## src/rtl/tpt_divider.sv

```systemverilog
// ----------------------------------------------------------------------------
// Task power tracker divider
// Restoring bit-serial divider, one quotient bit per cycle, 65-bit remainder.
// ----------------------------------------------------------------------------
`default_nettype none
module tpt_divider (
  input  wire logic        clk_i,
  input  wire logic        rst_ni,
  input  wire logic        start_i,
  input  wire logic [79:0] num_i,
  input  wire logic [63:0] den_i,
  input  wire logic [6:0]  bits_i,
  output logic             done_o,
  output logic [79:0]      quo_o
);
  logic [79:0] quo_q, quo_d;
  logic [64:0] rem_q, rem_d;
  logic [63:0] den_q, den_d;
  logic [6:0]  cnt_q, cnt_d;
  logic        run_q, run_d;
  logic [64:0] shifted;
  logic [65:0] diff;

  always_comb begin
    quo_d = quo_q;
    rem_d = rem_q;
    den_d = den_q;
    cnt_d = cnt_q;
    run_d = run_q;
    shifted = {rem_q[63:0], quo_q[79]};
    diff = {1'b0, shifted} - {2'b0, den_q};
    done_o = 1'b0;
    if (start_i) begin
      quo_d = num_i;
      rem_d = '0;
      den_d = den_i;
      cnt_d = bits_i;
      run_d = 1'b1;
    end else if (run_q) begin
      rem_d = diff[65] ? shifted : diff[64:0];
      quo_d = {quo_q[78:0], ~diff[65]};
      cnt_d = cnt_q - 7'd1;
      if (cnt_q == 7'd1) begin
        run_d = 1'b0;
      end
    end else begin
      done_o = 1'b1;
    end
  end

  always_ff @(posedge clk_i or negedge rst_ni) begin
    if (!rst_ni) begin
      run_q <= 1'b0;
      cnt_q <= '0;
    end else begin
      run_q <= run_d;
      cnt_q <= cnt_d;
    end
  end

  always_ff @(posedge clk_i) begin
    quo_q <= quo_d;
    rem_q <= rem_d;
    den_q <= den_d;
  end

  assign quo_o = quo_q;
endmodule
`default_nettype wire

```

## config.mk

```make
export PLATFORM = sky130hd
export DESIGN_NAME = tpt_divider
export DESIGN_NICKNAME = d
export VERILOG_FILES = /design/src/rtl/tpt_divider.sv
export SDC_FILE = /design/constraint.sdc
export NUM_CORES = 1
export LEC_CHECK = 0
export ABC_CLOCK_PERIOD_IN_PS = 2700
export BUFFER_PORTS_ARGS = -buffer_cell sky130_fd_sc_hd__buf_2
export CELL_PAD_IN_SITES_DETAIL_PLACEMENT = 1
export CELL_PAD_IN_SITES_GLOBAL_PLACEMENT = 1
export CORE_MARGIN = 4
export CORE_UTILIZATION = 30
export DETAILED_ROUTE_END_ITERATION = 8
export PLACE_DENSITY_LB_ADDON = 0.1
export SYNTH_ARGS = -nofsm -noshare
export SYNTH_HDL_FRONTEND = slang
export SYNTH_SLANG_ARGS = --single-unit
```

## constraint.sdc

```tcl
create_clock -name clk_i -period 2.7 [get_ports clk_i]
set_input_delay 0.405 -clock clk_i [delete_from_list [all_inputs] [get_ports clk_i]]
set_output_delay 0.405 -clock clk_i [all_outputs]
set_load 0.02 [all_outputs]
```

======== Word level (Yosys, flattened, before mapping) ========
Index checks and enable logic that the tools add are counted.
W data, S select, Z words.
cells by class
  add/sub/neg operators ................... 2
  equality and inequality tests ........... 1
  multiplexer cells ....................... 10
  bitwise gates (word level) .............. 1
  reduce and logical (&&, ||, !) cells .... 1
operators with widths
  cell                   number
  $mux W80               2
  $sub A65 B64 Y66       1
  $mux W64               1
  $mux W7                2
  $eq A7 B1 Y1 const B   1
  $sub A7 B1 Y7 const B  1
  $mux W1                5
  $reduce_bool A2 Y1     1
  $not A1 Y1             1
storage, ports and cells
  register bits after elaboration ......... 216
  bits of input ports ..................... 154
  output and inout port bits .............. 81
  word-level logic and storage cells ...... 20

======== Longest topological paths before layout ========
Gate-level depths: netlist of run 1.
  depth after elaboration ................. 4
  depth in mapped cells ................... 14
  depth with buffers taken out ............ 14

======== Worst setup path after synthesis of run 1 ========
No wires, ideal clock.
  path type ............................... reg2reg
  start ................................... register quo_q[79], in the netlist quo_o[79]
  end ..................................... register rem_q[60]
  arrival ................................. 3.004 ns
  path slack .............................. -0.418 ns
  cell stages (with the launch flop) ...... 15
  path buffers ............................ 0
  period minus slack after synthesis ...... 3.118 ns
  cell sequence ........................... edfxtp_1 inv_1 ha_1 inv_1 fa_1 a21oi_1 o21ai_1 a21oi_1 o21ai_1 a311oi_1 o21ai_2 a21boi_2 o21ai_0 mux2i_1 o21a_1
between the ends
  longest elaborated chain between the ends .. 2
ends and longest elaborated chain
  what                    line  text
  from (decl)             16    logic [79:0] quo_q, quo_d;
  from (signal assigned)  62    quo_q <= quo_d;
  $sub A65 B64 Y66        31    diff = {1'b0, shifted} - {2'b0, den_q};
  $mux W64                40    rem_d = diff[65] ? shifted : diff[64:0];
  to (signal assigned)    63    rem_q <= rem_d;
  to (decl)               17    logic [64:0] rem_q, rem_d;
No other way between the ends.
A chain may end at the register's enable or synchronous reset.

======== Final worst setup path of run 1 ========
  start ................................... register quo_q[79], in the netlist quo_o[79]
  end ..................................... register rem_q[58]
The elaborated chain is that of the path after synthesis.

==> results.toml, run 1 <==
[worst_setup_path]
slowest_stage = "edfxtp_1"
worstPathRequired_ps = 3190
path_class = "reg2reg"
cp_cell_sequence = "inv_1 -> ha_2 -> inv_2 -> fa_2 -> a21oi_4 -> o21ai_4 -> a41oi_4 -> o2111ai_4 -> a32o_2 -> nor4_4 -> nor2_1 -> xor2_1 -> mux2i_1 -> a211oi_2"
crit_fanout = 3
arrival_ps = 3520
start_kind = "register"
cp-end-kind = "register"
cp_num_buf_inv = 2
worst_path_largest_cell_delay_ps = 390
path_delay_family = "compound AO/OA/AOI/OAI gates"

[layout]
n_fill_cell = 4639
finalNonFillerCells = 2354
drive_gt1_share_pct = 48.4
nets = 2013
area_growth_syn_to_layout_pct = 54.9
multi_input_area_um2 = 7520
register_area_um2 = 5810
finish.utilization_pct = 47.0
design_area_um2 = 19800

[placed_design]
dpl_cell_area_um2 = 16200
gp_congestion = 0.821
dp.cells = 2184
post-dp-hpwl_mm = 30.2
numPortBuffers = 234

[die]
die_y_um = 214
dieArea_um2 = 45900
die_w_um = 214
num_rows = 75
ioPinCount = 235
initial_core_util_pct = 30.4
core_region_area_um2 = 42000

[detailed_routing]
ant_nets = 0
num_vias = 11393
drc_errors = 0
routedWlPerCell_um = 18.0
vias_per_cell = 4.84
drt_first_pass_iters = 4
drtIter0Drc = 379
routed_wl_mm = 42.4

[synthesis]
async_flop_share_pct = 3.70
synth_seq_area_share_pct = 45.5
syn_avg_cell_area_um2 = 10.4
synthDistinctLibCells = 84
synthesis.nets = 1450
synth-edff-count = 144
yosysWarningCount = 0
synth-seq-cells = 216
ys.flop_type = "edfxtp_1"
syn_area_um2 = 12800
synthCells = 1229

[clocking]
cts_tree = "built"
clock_latency_ps = 580
clock-sinks = 216
cts_buffers = 27
htree_levels = 1
clockRootBuffer = "clkbuf_16"
clkTransAtPathRegs_ps = 60
clockBufferDepth = 3

[run_status]
status = "finished, violations left"
violations = "negative setup slack"

[power_and_ir_drop]
peakVddDrop_uv = 562
powerDensity_nw_per_um2 = 1100
leakagePower_nw = 8.52

[timing]
setup_viol = 62
slew_violations = 0
period_minus_slack_ps = 3030
rsz0062_at_grt = "true"
slew-limit-headroom_pct = 46.2
final_hold_viol_count = 0
finClkSkew_ps = 18.4
tightest_slew_ps = 807
fin_crit_sh_pct = 112
worst_slack_ps = -329
fmax_ghz = 0.330

[global_routing]
grtUsageTotal_pct = 18.0
overflow = 0
grt_first_pass_wirelength_mm = 68.2
antenna_found_initial = 3
first_global_vias = 12477
grt_max_degree = 86

[hold_path]
hold_class = "in2reg"

[job]
drv_cap = 0
==> final cells by class <==
class | instances | share of cell area, %
flip-flops and latches | 216 | 29.4
repair buffers | 605 | 22.7
clock buffers | 39 | 3.90
inverters | 89 | 1.71
clock inverters | 11 | 0.867
well taps | 539 | 3.41
diodes | 2 | 0.0253
multi-input cells | 853 | 38.0
==> cells in the mapped netlist, types with 8 or more instances <==
| cell | n | area, um^2 |
|---|---|---|
| xnor2_1 | 46 | 403 |
| o21ai_0 | 64 | 320 |
| dfrtp_1 | 8 | 200 |
| a21oi_1 | 78 | 390 |
| nand4_1 | 27 | 169 |
| clkbuf_1 | 32 | 120 |
| inv_1 | 89 | 334 |
| nor3_1 | 12 | 60.1 |
| mux2_2 | 80 | 901 |
| edfxtp_1 | 144 | 4320 |
| a21o_1 | 18 | 135 |
| buf_2 | 16 | 80.1 |
| ha_1 | 66 | 826 |
| dfxtp_1 | 64 | 1280 |
| nand2_1 | 92 | 345 |
| nand3_1 | 14 | 70.1 |
| nor2_1 | 99 | 372 |
| mux2i_1 | 42 | 420 |
| o21bai_1 | 21 | 158 |
| buf_4 | 9 | 67.6 |
| o21ai_1 | 16 | 80.1 |
| xor2_1 | 20 | 175 |
| a211oi_1 | 50 | 375 |
| buf_6 | 10 | 113 |
==> power by group <==
part	internal [mW]	switching, mW	leakage, nW
clock network	2.37	1.52	0.462
registers	4.25	0.515	2.09
logic	6.93	6.19	5.96
total	13.5	8.23	8.52
==> final timing paths <==
path	start	endpoint	slack (ps)	depth (start not counted)
hold / removal	bits_i[5]	cnt_q[5]	50	3
max in group asynchronous	rst_ni	run_q	2260	2
setup reg to reg	quo_o[79]	rem_q[58]	-330	14
hold reg to reg	rem_q[49]	rem_q[49]	480	2
min in group asynchronous	rst_ni	cnt_q[2]	240	2
setup / recovery	quo_o[79]	rem_q[58]	-330	14
==> cell families after synthesis <==
family	count (synthesis)	synth area share, %
AOI/OAI and AO/OA	317	16.7
and+or+nand+nor	281	10.3
DFF	216	45.5
buffers and inverters	160	6.08
muxes	122	10.4
adders and majority gates	67	6.63
xor gates and xnor gates	66	4.53
==> timing repair <==
action / CTS / global route
resized for setup: 219 / 117
gates cloned: 8 / 1
pin swaps: 103 / 56
hold buffers: 65 / 0
endpoints found under the setup margin: 65 / 65
setup buffers: 38 / 16
endpoints found under the hold margin: 72 / 0
==> layout by cell type (no fill, tap or decap), types with 38 or more instances in the layout <==
master	instances
a211oi_1	41
a21oi_1	48
buf_2	233
buf_4	254
dfxtp_1	64
dlygate4sd3_1	65
edfxtp_1	144
inv_1	74
mux2_2	79
mux2i_1	38
nand2_1	79
nor2_1	91
==> through the flow <==
stage	power, mW	TNS (ps)	setup slack [ps]	hold slack [ps]
CTS	21.2	-7900	-346	13.7
finish	21.8	-9150	-329	50.0
global route	23.3	-18450	-486	47.2
floorplan	10.4	-465	-133	109
detailed placement	14.3	-22780	-484	266
global placement	14.2	-18840	-410	262
==> routing by layer <==
metal / share of wire, % / GRT usage, % / vias up
li1: - / - / 5631
met1: 45 / 23.7 / 5525
met2: 48 / 30.4 / 189
met3: 4.7 / 4.12 / 46
met4: 2.2 / 3.85 / 2
met5: 0.031 / 0 / -
==> state kept, by name (all words and copies together), names as in the netlist <==
register and flops:
den_q 64, run_q 1, cnt_q 7, rem_q 64, quo_o 80
==> worst min-delay path: cells and delay by family <==
family          cells  cell delay (ps)
simple gates        1               40
buf+inv             1               80
compound gates      1               50
Power figures use the tool's default switching activity.
==> inputs of run 2 (changes only) <==
Settings changed: CTS_BUF_LIST set to sky130_fd_sc_hd__clkbuf_4 sky130_fd_sc_hd__clkbuf_8.
==> run 2 against run 1 <==
Net effect: the run still ends with negative setup slack left; register-to-register slack lost 40 ps; sequential share of layout area shrank 0.38 points; fmax shrank 1.3%; clock-buffer cell count grew 28; via count grew 1.0%; clock power grew 1%; flip-flop and latch count is the same; worst hold slack is essentially flat; largest cell class unchanged; largest power group unchanged.
==> results.toml, run 2 (same netlist as run 1, synthesis figures left out) <==
[run_status]
status = "finished, violations left"
violations = "negative setup slack"

[power_and_ir_drop]
finalPower_mw = 21.9
pwr-share-clk_pct = 17.9
powerDensity_nw_per_um2 = 1090
p_int_mw = 13.6
peakVddDrop_uv = 508
comb_power_share_pct = 60.3
pwr-share-seq_pct = 21.8
p_sw_mw = 8.32
leakagePower_nw = 8.69
swShare_pct = 37.9

[placed_design]
numPortBuffers = 234
gp_congestion = 0.821
pre_cts_ws_ps = -484
dp.cells = 2184
post-dp-hpwl_mm = 30.2

[layout]
drive_gt1_share_pct = 49.9
finalNonFillerCells = 2406
final_cell_mix = "buf_4 (269), buf_2 (233), edfxtp_1 (144)"
finish.utilization_pct = 47.7
area_growth_syn_to_layout_pct = 56.9
largest_reg_flops = 80
nets = 2048
layout_commonest_cell = "buf_4"

[worst_setup_path]
crit_fanout = 3
worst_path_largest_cell_delay_ps = 390
start_kind = "register"
path_class = "reg2reg"
arrival_ps = 3620
worstPathRequired_ps = 3250
cp_num_buf_inv = 3
cp_cell_sequence = "inv_1 -> ha_2 -> inv_2 -> fa_2 -> a21oi_4 -> o21ai_2 -> a41oi_2 -> buf_4 -> o2111ai_4 -> a32o_2 -> nor4_4 -> nor2_1 -> xor2_1 -> mux2i_1 -> a211oi_2"
cp-end-kind = "register"
path_delay_family = "compound AO/OA/AOI/OAI gates"
slowest_stage = "edfxtp_1"

[global_routing]
grt_first_pass_wirelength_mm = 69.2
grt_max_degree = 86
first_global_vias = 12753
antenna_found_initial = 3
grtUsageTotal_pct = 18.3
overflow = 0

[timing]
rsz0062_at_grt = "true"
whs_ps = 50.1
finClkSkew_ps = 29.4
fmax_ghz = 0.326
slew_violations = 0
worst_slack_ps = -370
final_hold_viol_count = 0
fin_crit_sh_pct = 114
period_minus_slack_ps = 3070
tightest_slew_ps = 796
slew-limit-headroom_pct = 46.9
setup_viol = 55

[hold_path]
hold_class = "in2reg"

[die]
initial_core_util_pct = 30.4
num_rows = 75
ioPinCount = 235
die_y_um = 214
dieArea_um2 = 45900
core_region_area_um2 = 42000
die_w_um = 214

[detailed_routing]
drtIter0Drc = 362
routed_wl_mm = 43.1
drt_first_pass_iters = 4
vias_per_cell = 4.78
routedWlPerCell_um = 17.9
drc_errors = 0
num_vias = 11507
ant_nets = 0

[clocking]
cts_buffers = 45
cts_tree = "built"
clkTransAtPathRegs_ps = 60
clockRootBuffer = "clkbuf_8"
clock_latency_ps = 630
htree_levels = 2
clock-sinks = 216
clockBufferDepth = 3

[job]
drv_cap = 0
-- run 2: changes by cell type in the layout (fill, tap and decap cells not counted), moves of 7 or more --
| cell | change |
|---|---|
| buf_4 | +15 |
| buf_6 | -7 |
| clkbuf_1 | -7 |
| clkbuf_16 | -27 |
| clkbuf_4 | +19 |
| clkbuf_8 | +43 |
-- run 2: per-stage QoR --
step                setup TNS, ps  cell area, um^2
floorplan                    -465            12800
global placement           -18840            16200
detailed placement         -22780            16200
CTS                         -6620            19400
global route               -17290            20000
finish                      -7110            20000
-- run 2: final timing paths --
| check | endpoint | cells past startpoint | slack, ps | from |
|---|---|---|---|---|
| hold / removal | cnt_q[2] | 3 | 50 | bits_i[2] |
| max in group asynchronous | cnt_q[4] | 2 | 2300 | rst_ni |
| min in group asynchronous | cnt_q[0] | 2 | 200 | rst_ni |
| hold reg to reg | rem_q[49] | 2 | 490 | rem_q[49] |
| setup / recovery | rem_q[58] | 15 | -370 | quo_o[79] |
| setup reg to reg | rem_q[58] | 15 | -370 | quo_o[79] |
-- run 2: routing by layer --
layer	global-route usage (%)	vias to the layer above	wire (um)
met2	30.8	220	20600
met5	0	-	0
met3	4.42	61	2380
met1	23.6	5525	19200
li1	-	5701	-
met4	5.10	0	910
-- run 2: layout make-up --
type | instances | area [um^2]
diodes | 3 | 7.51
repair buffers | 622 | 4650
fillers | 4687 | 22000
flip-flops and latches | 216 | 5810
inverters | 89 | 338
clock buffers | 67 | 803
clock inverters | 17 | 209
well taps | 539 | 674
multi-input cells | 853 | 7540
-- run 2: what timing repair did --
action | CTS | global route
cloned | 8 | 1
hold buffers | 71 | 0
gates resized for setup | 219 | 114
setup endpoints to repair | 65 | 65
pin swaps | 105 | 61
endpoints found under the hold margin | 78 | 0
buffers inserted | 44 | 19
-- run 2: power by group through the flow --
| stage | sequential (mW) | clock (mW) | combinational, mW |
|---|---|---|---|
| after floorplan | 4.86 | 0 | 5.57 |
| after global placement | 4.70 | 0 | 9.48 |
| after detailed placement | 4.72 | 0 | 9.58 |
| after CTS | 4.76 | 4.13 | 12.2 |
| after global routing | 4.86 | 4.28 | 14.3 |
| final | 4.77 | 3.93 | 13.2 |
-- run 2: tightest hold or removal path: stages --
cell	delay [ps]
buf_2	80
nand2_1	70
o21ai_0	70
