`src/rtl/tpt_multiplier.sv`:
```
// ----------------------------------------------------------------------------
// Task power tracker multiplier
// Shift-and-add multiplier, one multiplier bit per cycle, 17 by 32 bits.
// ----------------------------------------------------------------------------
`default_nettype none
module tpt_multiplier (
  input  wire logic        clk_i,
  input  wire logic        rst_ni,
  input  wire logic        start_i,
  input  wire logic [16:0] a_i,
  input  wire logic [31:0] b_i,
  output logic             done_o,
  output logic [48:0]      prod_o
);
  logic [48:0] acc_q, acc_d;
  logic [48:0] b_q, b_d;
  logic [16:0] a_q, a_d;
  logic [4:0]  cnt_q, cnt_d;

  always_comb begin
    acc_d = acc_q;
    b_d = b_q;
    a_d = a_q;
    cnt_d = cnt_q;
    done_o = (cnt_q == 5'd0);
    if (start_i) begin
      acc_d = '0;
      b_d = {17'd0, b_i};
      a_d = a_i;
      cnt_d = 5'd17;
    end else if (cnt_q != 5'd0) begin
      if (a_q[0]) begin
        acc_d = acc_q + b_q;
      end
      b_d = {b_q[47:0], 1'b0};
      a_d = {1'b0, a_q[16:1]};
      cnt_d = cnt_q - 5'd1;
    end
  end

  always_ff @(posedge clk_i or negedge rst_ni) begin
    if (!rst_ni) begin
      cnt_q <= '0;
    end else begin
      cnt_q <= cnt_d;
    end
  end

  always_ff @(posedge clk_i) begin
    acc_q <= acc_d;
    b_q <= b_d;
    a_q <= a_d;
  end

  assign prod_o = acc_q;
endmodule
`default_nettype wire

```
`config.mk`:
```
export PLATFORM = sky130hd
export DESIGN_NAME = tpt_multiplier
export DESIGN_NICKNAME = d
export VERILOG_FILES = /design/src/rtl/tpt_multiplier.sv
export SDC_FILE = /design/constraint.sdc
export NUM_CORES = 1
export LEC_CHECK = 0
export ABC_AREA = 0
export BUFFER_PORTS_ARGS = -buffer_cell sky130_fd_sc_hd__buf_2
export CORE_MARGIN = 4
export CORE_UTILIZATION = 45
export CTS_BUF_LIST = sky130_fd_sc_hd__clkbuf_4 sky130_fd_sc_hd__clkbuf_8 sky130_fd_sc_hd__clkbuf_16
export DETAILED_ROUTE_END_ITERATION = 10
export HOLD_SLACK_MARGIN = 0.03
export PLACE_DENSITY = 0.66
export SYNTH_ARGS = -nofsm -noshare
export SYNTH_HDL_FRONTEND = slang
export SYNTH_SLANG_ARGS = --single-unit
```
`constraint.sdc`:
```
create_clock -name clk_i -period 7.3 [get_ports clk_i]
set_input_delay 1.095 -clock clk_i [delete_from_list [all_inputs] [get_ports clk_i]]
set_output_delay 1.095 -clock clk_i [all_outputs]
set_load 0.02 [all_outputs]
```
Word-level counts from Yosys, hierarchy flattened --
Index checks and enable logic that the tools add are counted.
Operators by class: add/subtract/negate cells 2, bitwise operators 0, equal/unequal tests 0, magnitude comparators 0, mux-type cells 6, reduce and logical (&&, ||, !) cells 4, multiply operators 0, divide/modulo/power cells 0, shift operators 0
Operators by type and width (count):
- two-way mux 32 bit | 2
- adder 49 bit | 1
- two-way mux 17 bit | 2
- two-way mux 5 bit | 2
- logical NOT 5 bit | 1
- nonzero test 5 bit | 1
- subtractor 5 x 1 -> 5 bit (second input constant) | 1
- AND reduction 2 bit | 1
- nonzero test 2 bit | 1
Word-level totals: output and inout bits 50, memory bits (writable) 0, latch bits 0, memories kept 0, logic and storage cells 17, bits of input ports 52, bits in registers 120, memory bits (read-only) 0

Depth between registers and ports, before layout --
Gate-level depths: netlist (run 1).
word-level depth 3, mapped depth 12, gate-level depth less buffers 12

Worst setup path after synthesis (run 1) --
No wires, ideal clock.
kind reg-to-reg, from register cnt_q[0], to register a_q[0] (enable), path buffers 2, setup time 0.591 ns, stages on the path, launching flop included 8, arrival 2.764 ns, slack 3.945 ns, required time 6.709 ns, period minus slack after synthesis 3.355 ns, cell sequence dfrtp_1 inv_1 ha_1 or4b_2 clkbuf_1 inv_1 clkbuf_1 nand2_1
On the way: cells in the longest elaborated chain, start to end 2
RTL lines:
- start, declared | line 18 | logic [4:0] cnt_q, cnt_d;
- start signal, assigned | line 45 | cnt_q <= cnt_d;
- nonzero test 5 bit | line 31 | end else if (cnt_q != 5'd0) begin
- nonzero test 2 bit (no source line)
- end signal, assigned | line 52 | a_q <= a_d;
- end, declared | line 17 | logic [16:0] a_q, a_d;
No other way between the ends. A chain may end at the register's enable or synchronous reset.

Worst setup path in the final report (run 1) --
from register cnt_q[0], to output done_o
On the way: cells in the longest elaborated chain, start to end 1
RTL lines:
- logical NOT 5 bit | line 25 | done_o = (cnt_q == 5'd0);
- end, declared | line 12 | output logic done_o,
No other way between the ends.

==> reports/results.tsv, run 1 <==
metric	value	unit
status	finished clean	
drt_first_pass_iters	5	
worst_pin_slew	0.972	ns
num-fill-cells	1511	
setup_viol	0	
fp-row-count	46	
hp-class	reg2reg	
hold_viol_final	0	
grt_usage	19.8	%
end_kind	output port	
cts_sinks	120	
core_area	0.0158	mm²
clock-root-buffer	clkbuf_16	
final_cells	1093	
dp_slack	3.78	ns
finalClockSkew	0.00693	ns
numCtsBuffers	17	
ioPinCount	102	
synth_ff_type	dfxtp_1	
post_synth.cell_area_avg	9.26	µm²
clk_pin_slew	0.06	ns
reg2reg_depth	8	
synth.area.top_cells	edfxtp_1 (20%), dfxtp_1 (18%), ha_1 (8.7%)	
nets	967	
netlist.top_cell.by_area	edfxtp_1	
path_class	reg2out	
ir_drop	184	µV
drc	0	
ys_ff_latch	120	
power_density	303	mW/mm²
start_util	45.6	%
critPathRequiredTime	6.20	ns
maxSlewHeadroom	35.2	%
seq_area_frac_synth	40.4	%
drv_cap	0	
async_reset_ff_share	4.17	%
holdBufCountCts	0	
yosysUniqueCellTypes	67	
dp_cells	1061	
synthCells	780	
whs_path_depth	2	
ys_top_cells_by_count	nand2_1 (125), a21oi_1 (93), dfxtp_1 (66)	
worst_slack	3.90	ns
drt_iter0_drc	384	
wl_per_cell	15.9	µm
portBuffers	101	
syn-num-nets	883	
antenna_found_initial	0	
grt_first_pass_wirelength	29000	µm
cp-start-kind	flip-flop	
period_minus_slack	3.40	ns
drt.antenna.violating_nets	0	
rsz0062_at_grt	no	
grt_max_degree	87	
p_leak	3.86	nW
gp_congestion	0.914	
grt_pass1_vias	5813	
multi_input_area	0.00409	mm²
synth_most_common_cell	nand2_1	
synth_area	0.00722	mm²
ff_latch_area	0.00292	mm²
via_per_inst	5.40	
num_antenna_cells	0	
yosys_warnings	0	
die_x	135	µm
slew_viol_final	0	
finalSetupTns	0	ns
post-route-period-util	46.6	%
grt_overflow	0	
chipHeight	135	µm
postCtsSetupBuffers	0	
routed_wl	17300	µm
detailed_place_hpwl	12300	µm
htree_levels	4	
area_growth_syn_to_layout	17.5	%
synth_edf_count	49	
cts_tree	done	
post_cts_resized	0	
critPathMaxFanout	23	
clockBufferDepth	2	
drive_gt1_share	22.5	%
cp.arrival	2.30	ns
vias	5901	
max_freq	0.294	GHz
netlist.area_leader.share	20.4	%
die-area	0.0181	mm²
clock_latency	0.42	ns
==> metal layers <==
layer	up-vias	track usage, %	share of wire [%]
met2	150	31.4	44
li1	3024	-	-
met3	20	5.25	5.9
met1	2707	26.6	48
met5	-	0	0
met4	0	6.11	1.4
==> path summary, 6_finish.rpt <==
check,from,to,slack (ns)
max,cnt_q[0]$_DFFE_PN0P_,done_o,3.90
max in group asynchronous,rst_ni,cnt_q[3]$_DFFE_PN0P_,6.69
min in group asynchronous,rst_ni,cnt_q[2]$_DFFE_PN0P_,0.48
min reg2reg,prod_o[5]$_SDFFE_PP0P_,prod_o[5]$_SDFFE_PP0P_,0.47
max reg2reg,cnt_q[0]$_DFFE_PN0P_,prod_o[19]$_SDFFE_PP0P_,4.00
min,prod_o[5]$_SDFFE_PP0P_,prod_o[5]$_SDFFE_PP0P_,0.47
==> metrics by stage <==
step                      cell area [µm²]  util, %  hold WS [ns]  power (mW)
after floorplan                      7220        -         0.449        1.51
after global placement               7880     49.8         0.459        1.72
after detailed placement             7880     49.8         0.460        1.73
after CTS                            8480     53.6         0.469        2.59
after global routing                 8480     53.6         0.469        2.73
final                                8480     53.6         0.465        2.57
==> cell families (layout without fill, tap and decap cells) <==
group	after synthesis	after routing	synth area share, %
adders and majority gates	51	51	8.94
muxes	49	49	7.61
and+or+nand+nor	232	232	14.7
buffers and inverters	57	154	3.05
xor gates and xnor gates	38	38	4.61
DFF	120	120	40.4
AOI/OAI and AO/OA	233	233	20.6
==> power by group <==
group	internal [mW]	switching, mW	leakage, nW	total (mW)
sequential	0.801	0.0728	1.12	0.874
combinational	0.350	0.492	2.46	0.842
clock	0.536	0.317	0.283	0.853
==> worst max-delay path, stage by stage (launching register included) <==
cell and delay (ns):
dfrtp_1 0.39, inv_1 0.10, ha_1 0.16, or4b_2 0.89
inv_1 0.16, buf_2 0.18
==> sequential cells by signal, indices dropped and copies added (netlist names) <==
| name | cells |
|---|---|
| prod_o | 49 |
| b_q | 49 |
| a_q | 17 |
| cnt_q | 5 |
==> area by class of cell <==
type | count | share of cell area (%)
clock buffers | 17 | 5.02
repair buffers | 106 | 6.43
inverters | 16 | 0.708
multi-input cells | 603 | 48.2
well taps | 216 | 3.19
flip-flops and latches | 120 | 34.4
clock inverters | 15 | 2.08
==> placed cells by master, fill, tap and decap left out, types with 6 or more instances in the layout <==
| master | n |
|---|---|
| nor3_1 | 7 |
| nand4_1 | 13 |
| o21bai_1 | 11 |
| nand3_1 | 12 |
| xnor2_1 | 26 |
| ha_1 | 50 |
| nor2_1 | 31 |
| a21o_1 | 44 |
| o21ai_0 | 27 |
| and2_1 | 8 |
| nand2_1 | 123 |
| mux2_2 | 47 |
| buf_2 | 100 |
| inv_1 | 15 |
| dfxtp_1 | 66 |
| xor2_1 | 12 |
| and3_1 | 7 |
| a31oi_1 | 8 |
| edfxtp_1 | 49 |
| clkbuf_16 | 17 |
| o21a_1 | 7 |
| a21oi_1 | 93 |
| buf_4 | 6 |
No activity file was read; power rests on OpenSTA's default activity.
==> run 2, diff against run 1 <==
- ABC_AREA: 0 -> 1
- PLACE_DENSITY: 0.66 -> 0.65
- clock period: 7.3 -> 3.44 ns (I/O delays scaled with it)
==> run 2 against run 1 <==
Net effect: sequential cell count unchanged; synthesized cell count increased by 92%; critical path type is now reg2reg; first-iteration DRC count increased by 34%; hold slack got worse by 0.13 ns.
==> reports/results.tsv, run 2 <==
metric	value	unit	change
critPathMaxFanout	4		was 23
drive_gt1_share	11.0	%	was 22.5%
path_class	reg2reg		was reg2out
reg2reg_depth	14		was 8
yosys_warnings	0		unchanged
crit_path_top_delay_cell	fa_1		was or4b_2
nets	1701		was 967
worst_pin_slew	0.744	ns	was 0.972 ns
num_antenna_cells	0		unchanged
drc	0		unchanged
dp_slack	0.970	ns	was 3.78 ns
ir_drop	309	µV	was 184 µV
die-area	0.0224	mm²	was 0.0181 mm²
end_kind	flip-flop		was output port
yosysUniqueCellTypes	31		was 67
cp.arrival	2.85	ns	was 2.30 ns
antenna_found_initial	0		unchanged
grt_first_pass_wirelength	43600	µm	was 29000 µm
drt_first_pass_iters	5		unchanged
period_minus_slack	2.52	ns	
r2r_slack	0.92	ns	was 4.00 ns
hp-class	in2reg		was reg2reg
p_leak	6.02	nW	was 3.86 nW
wl_per_cell	14.3	µm	was 15.9 µm
start_util	46.1	%	was 45.6%
drv_cap	0		unchanged
synthCells	1500		was 780
vias	8909		was 5901
grt_overflow	0		unchanged
rsz0062_at_grt	no		unchanged
via_per_inst	4.75		was 5.40
synth_edf_count	49		unchanged
hold_viol_final	0		unchanged
worstReg2RegStart	b_q[0]$_SDFFCE_PN0P_		was cnt_q[0]$_DFFE_PN0P_
netlist.top_cell.by_area	nand2_1		was edfxtp_1
numCtsBuffers	17		unchanged
whs_path_depth	3		was 2
post_cts_resized	0		unchanged
clock-root-buffer	clkbuf_16		unchanged
status	finished clean		unchanged
cp-start-kind	flip-flop		unchanged
core_area	0.0196	mm²	was 0.0158 mm²
routed_wl	26900	µm	was 17300 µm
grt_usage	24.8	%	was 19.8%
ioPinCount	102		unchanged
clock_latency	0.44	ns	was 0.42 ns
synth_ff_type	dfxtp_1		unchanged
fp-row-count	51		was 46
timing.rr.end	prod_o[32]$_SDFFE_PP0P_		was prod_o[19]$_SDFFE_PP0P_
finalSetupTns	0	ns	unchanged
max_freq	0.397	GHz	
ys_ff_latch	120		unchanged
grt_pass1_vias	8491		was 5813
grt_max_degree	74		was 87
area_growth_syn_to_layout	15.5	%	was 17.5%
slowest_delay	0.46	ns	was 0.89 ns
setup_viol	0		unchanged
startpoint	b_q[0]$_SDFFCE_PN0P_		was cnt_q[0]$_DFFE_PN0P_
chipHeight	150	µm	was 135 µm
slew_viol_final	0		unchanged
path_cells	ha_1, fa_1, nand3_1, nand3_1, nand2_1, nand2_1, nand2_1, nand2_1, nand2_1, nand3_1, nand2_1, nand3_1, nand2_1, inv_1		was inv_1, ha_1, or4b_2, inv_1, buf_2
cts_sinks	120		unchanged
die_x	150	µm	was 135 µm
post_synth.cell_area_avg	6.02	µm²	was 9.26 µm²
path_common_cell	nand2_1		was inv_1
htree_levels	4		unchanged
async_reset_ff_share	4.17	%	unchanged
finalClockSkew	0.0105	ns	was 0.00693 ns
cts_tree	done		unchanged
holdBufCountCts	1		was 0
seq_area_frac_synth	32.3	%	was 40.4%
synth.area.top_cells	nand2_1 (24%), edfxtp_1 (16%), dfxtp_1 (15%)		was edfxtp_1 (20%), dfxtp_1 (18%), ha_1 (8.7%)
gp_congestion	0.928		was 0.914
portBuffers	101		unchanged
critPathRequiredTime	3.77	ns	was 6.20 ns
syn-num-nets	1603		was 883
ys_top_cells_by_count	nand2_1 (574), inv_1 (277), nor2_1 (211)		was nand2_1 (125), a21oi_1 (93), dfxtp_1 (66)
postCtsSetupBuffers	0		unchanged
post-route-period-util	73.2	%	
min_to	b_q[0]$_SDFFCE_PN0P_		was prod_o[5]$_SDFFE_PP0P_
netlist.area_leader.share	23.9	%	was 20.4%
clk_pin_slew	0.07	ns	was 0.06 ns
synth_most_common_cell	nand2_1		unchanged
hp-start	b_i[0]		was prod_o[5]$_SDFFE_PP0P_
maxSlewHeadroom	50.4	%	was 35.2%
detailed_place_hpwl	20900	µm	was 12300 µm
final_cell_mix	nand2_1 (573), inv_1 (276), nor2_1 (211), buf_2 (100), dfxtp_1 (66)		was nand2_1 (123), buf_2 (100), a21oi_1 (93), dfxtp_1 (66), ha_1 (50)
drt.antenna.violating_nets	0		unchanged
drt_iter0_drc	513		was 384
clockBufferDepth	2		unchanged
worst_slack	0.921	ns	was 3.90 ns
synth_area	0.00903	mm²	was 0.00722 mm²
layout_commonest_cell	nand2_1		unchanged
power_density	519	mW/mm²	was 303 mW/mm²
==> run 2: kinds of logic (layout without fill, tap and decap cells) <==
| logic type | count (synthesis) | in the layout | synth area share, % |
|---|---|---|---|
| flops | 120 | 120 | 32.3 |
| compound gates | 93 | 93 | 5.42 |
| xor+xnor | 21 | 21 | 2.04 |
| fa+ha+maj | 51 | 51 | 7.15 |
| simple gates | 900 | 900 | 39.9 |
| buf+inv | 315 | 426 | 13.2 |
==> run 2: layout make-up <==
class                   count  area (µm²)
clock buffers              18         433
clock inverters            14         166
fillers                  2119        9160
inverters                 283        1060
multi-input cells        1065        4920
flip-flops and latches    120        2920
well taps                 265         332
repair buffers            111         598
==> run 2: power breakdown <==
part | internal [mW] | total (mW) | switching (mW)
registers | 1.68 | 1.81 | 0.133
clock network | 1.09 | 1.85 | 0.752
logic | 0.575 | 1.76 | 1.19
total | 3.35 | 5.42 | 2.07
==> run 2: per-stage QoR <==
step | hold slack [ns] | utilization, % | cell area [µm²] | std cells | power, mW
CTS | 0.325 | 53.3 | 10400 | 1876 | 5.46
floorplan | 0.220 | - | 9030 | 1500 | 3.05
global route | 0.331 | 53.3 | 10400 | 1876 | 5.79
global placement | 0.338 | 50.2 | 9820 | 1843 | 3.58
detailed placement | 0.338 | 50.2 | 9820 | 1843 | 3.60
finish | 0.336 | 53.3 | 10400 | 1876 | 5.42
==> run 2: critical path, delay by kind of cell, from the launching register on <==
| family | cells | cell delay, ns |
|---|---|---|
| buffers and inverters | 1 | 0.04 |
| adder cells (fa/ha/maj) | 2 | 0.71 |
| AND/OR/NAND/NOR | 11 | 1.26 |
| flip-flops | 1 | 0.39 |
==> run 2: how the worst max path moves through the flow <==
stage / end / slack [ns] / cells past startpoint
floorplan: a_q[0]$_DFFE_PP_ / 1.03 / 5
global placement: prod_o[32]$_SDFFE_PP0P_ / 1.03 / 14
detailed placement: prod_o[32]$_SDFFE_PP0P_ / 0.97 / 14
CTS: prod_o[32]$_SDFFE_PP0P_ / 0.95 / 14
global route: prod_o[48]$_SDFFE_PP0P_ / 0.77 / 14
finish: prod_o[32]$_SDFFE_PP0P_ / 0.92 / 14
==> run 2: per-layer routing <==
metal	part of all wire (%)	routed length, µm	track usage [%]	up-vias
met5	0	0	0	-
li1	-	-	-	4736
met2	44	11900	39.1	201
met3	6.3	1690	5.88	24
met4	1.1	294	5.54	0
met1	48	13000	34.8	3948
==> run 3, diff against run 2 <==
- clock period: 3.44 -> 2.4 ns (I/O delays scaled with it)
==> run 3 against run 2 <==
Net effect: sequential power up 44%; die area unchanged; fmax up 12%; clock-buffer cell count unchanged; first-iteration DRC count up 18%; sequential share of layout area down 0.49 points; final area up 1.8%; register-to-register slack worse by 0.76 ns; cell count up 0.85%; sequential cell count unchanged.
==> reports/results.tsv, run 3 (synthesis results as in run 2) <==
metric	value	unit	change
chipHeight	150	µm	unchanged
vias	9092		was 8909
finalSetupTns	0	ns	unchanged
drv_cap	0		unchanged
hp-class	in2reg		unchanged
cts_sinks	120		unchanged
path_buf_inv	1		unchanged
whs_path_depth	3		unchanged
crit_path_top_delay_cell	edfxtp_1		was fa_1
final_cells	1892		was 1876
drc	0		unchanged
clockBufferDepth	2		unchanged
p_leak	6.13	nW	was 6.02 nW
worst_pin_slew	0.527	ns	was 0.744 ns
ir_drop	476	µV	was 309 µV
grt_pass1_vias	8478		was 8491
start_util	46.1	%	unchanged
detailed_place_hpwl	22200	µm	was 20900 µm
drt.antenna.violating_nets	0		unchanged
antenna_found_initial	0		unchanged
grt_util_met3	4.12	%	was 5.88%
final_util	54.2	%	was 53.3%
setup_viol	0		unchanged
crit_family	simple AND/OR/NAND/NOR gates		unchanged
grt_use_met2	40.1	%	was 39.1%
end_kind	flip-flop		unchanged
clk_pin_slew	0.06	ns	was 0.07 ns
design_area	0.0106	mm²	was 0.0104 mm²
cp-start-kind	flip-flop		unchanged
die_x	150	µm	unchanged
dp_slack	0.0266	ns	was 0.970 ns
post-route-period-util	93.4	%	was 73.2%
period_minus_slack	2.24	ns	was 2.52 ns
slowest_delay	0.41	ns	was 0.46 ns
drt_first_pass_iters	5		unchanged
htree_levels	4		unchanged
portBuffers	101		unchanged
dpl_cell_area	0.00996	mm²	was 0.00982 mm²
drt_iter0_drc	603		was 513
power_density	747	mW/mm²	was 519 mW/mm²
slew_viol_final	0		unchanged
hp-start	b_i[0]		unchanged
numCtsBuffers	17		unchanged
critPathRequiredTime	2.73	ns	was 3.77 ns
timing.rr.end	prod_o[29]$_SDFFE_PP0P_		was prod_o[32]$_SDFFE_PP0P_
num-fill-cells	2028		was 2119
worst_slack	0.159	ns	was 0.921 ns
r2r_slack	0.16	ns	was 0.92 ns
crit_cells	12		was 14
wl_per_cell	15.0	µm	was 14.3 µm
cp.arrival	2.57	ns	was 2.85 ns
nets	1717		was 1701
grt_overflow	0		unchanged
worstReg2RegStart	b_q[4]$_DFFE_PP_		was b_q[0]$_SDFFCE_PN0P_
final_cell_mix	nand2_1 (570), inv_1 (276), nor2_1 (207), buf_2 (100), dfxtp_1 (66)		was nand2_1 (573), inv_1 (276), nor2_1 (211), buf_2 (100), dfxtp_1 (66)
cts_tree	done		unchanged
maxSlewHeadroom	64.9	%	was 50.4%
path_class	reg2reg		unchanged
drive_gt1_share	12.5	%	was 11.0%
area_growth_syn_to_layout	17.6	%	was 15.5%
finalClockSkew	0.0125	ns	was 0.0105 ns
busiest_layer	met2		unchanged
die-area	0.0224	mm²	unchanged
layout_commonest_cell	nand2_1		unchanged
hold_viol_final	0		unchanged
ioPinCount	102		unchanged
rsz0062_at_grt	no		unchanged
min_to	b_q[0]$_SDFFCE_PN0P_		unchanged
max_freq	0.446	GHz	was 0.397 GHz
clock-root-buffer	clkbuf_16		unchanged
clock_latency	0.44	ns	about the same
critPathMaxFanout	4		unchanged
path_cells	ha_1, nand2_1, nor2_1, nand2_1, nand3_1, nand2_1, nand2_1, nand2_1, nand4_1, nand3_1, nand2_1, inv_1		was ha_1, fa_1, nand3_1, nand3_1, nand2_1, nand2_1, nand2_1, nand2_1, nand2_1, nand3_1, nand2_1, nand3_1, nand2_1, inv_1
use_met1	38.2	%	was 34.8%
postCtsSetupBuffers	0		unchanged
reg2reg_depth	12		was 14
via_per_inst	4.81		was 4.75
grt_max_degree	63		was 74
grt_usage	26.0	%	was 24.8%
num_antenna_cells	0		unchanged
routed_wl	28500	µm	was 26900 µm
gp_congestion	0.934		was 0.928
status	finished clean		unchanged
fp-row-count	51		unchanged
dp_cells	1859		was 1843
core_area	0.0196	mm²	unchanged
grt_first_pass_wirelength	45200	µm	was 43600 µm
path_common_cell	nand2_1		unchanged
run 3: where the power goes:
part / leakage (nW) / switching [mW] / internal (mW)
Clock: 0.296 / 1.04 / 1.65
Sequential: 1.14 / 0.198 / 2.41
Combinational: 4.69 / 1.76 / 0.873
Total: 6.13 / 3.00 / 4.93
run 3: repair_timing:
item / in CTS / in global routing
endpoints found under the setup margin: 0 / 15
endpoints found under the hold margin: 5 / 0
gates resized for setup: 0 / 14
hold buffers: 1 / 0
run 3: worst max path at each step:
stage                            from                       to  slack [ns]
2_1_floorplan  prod_o[0]$_SDFFE_PP0P_  prod_o[48]$_SDFFE_PP0P_        0.37
3_3_place_gp     b_q[0]$_SDFFCE_PN0P_  prod_o[48]$_SDFFE_PP0P_        0.09
3_5_place_dp     b_q[0]$_SDFFCE_PN0P_  prod_o[48]$_SDFFE_PP0P_        0.03
4_1_cts          b_q[0]$_SDFFCE_PN0P_  prod_o[48]$_SDFFE_PP0P_       0.008
5_1_grt              b_q[2]$_DFFE_PP_  prod_o[31]$_SDFFE_PP0P_       0.004
6_report             b_q[4]$_DFFE_PP_  prod_o[29]$_SDFFE_PP0P_        0.16
run 3: through the flow:
stage | power [mW] | hold slack (ns)
2_1_floorplan | 4.38 | 0.0644
3_5_place_dp | 5.23 | 0.184
5_1_grt | 8.42 | 0.190
6_report | 7.93 | 0.185
3_3_place_gp | 5.21 | 0.184
4_1_cts | 7.95 | 0.174
run 3: routing by layer:
layer	up-vias	wire [µm]	share of wire, %
li1	4776	-	-
met1	4055	14200	50
met3	28	1610	5.6
met5	-	0	0
met4	0	399	1.4
met2	233	12300	43
run 3: area by class of cell:
class	instances	area, µm²	area share [%]
Sequential cell	120	2920	27.5
Multi-Input combinational cell	1065	4970	46.8
Clock inverter	14	173	1.63
Timing Repair Buffer	127	734	6.92
Tap cell	265	332	3.12
Inverter	283	1060	10.0
Clock buffer	18	433	4.08
run 3: worst register-to-register path, stage by stage, from the launching register on:
cell and delay (ns):
edfxtp_1 0.41, ha_1 0.37, nand2_1 0.13, nor2_1 0.16
nand2_1 0.07, nand3_1 0.16, nand2_1 0.07, nand2_1 0.25
nand2_1 0.16, nand4_1 0.10, nand3_1 0.12, nand2_1 0.09
inv_1 0.03
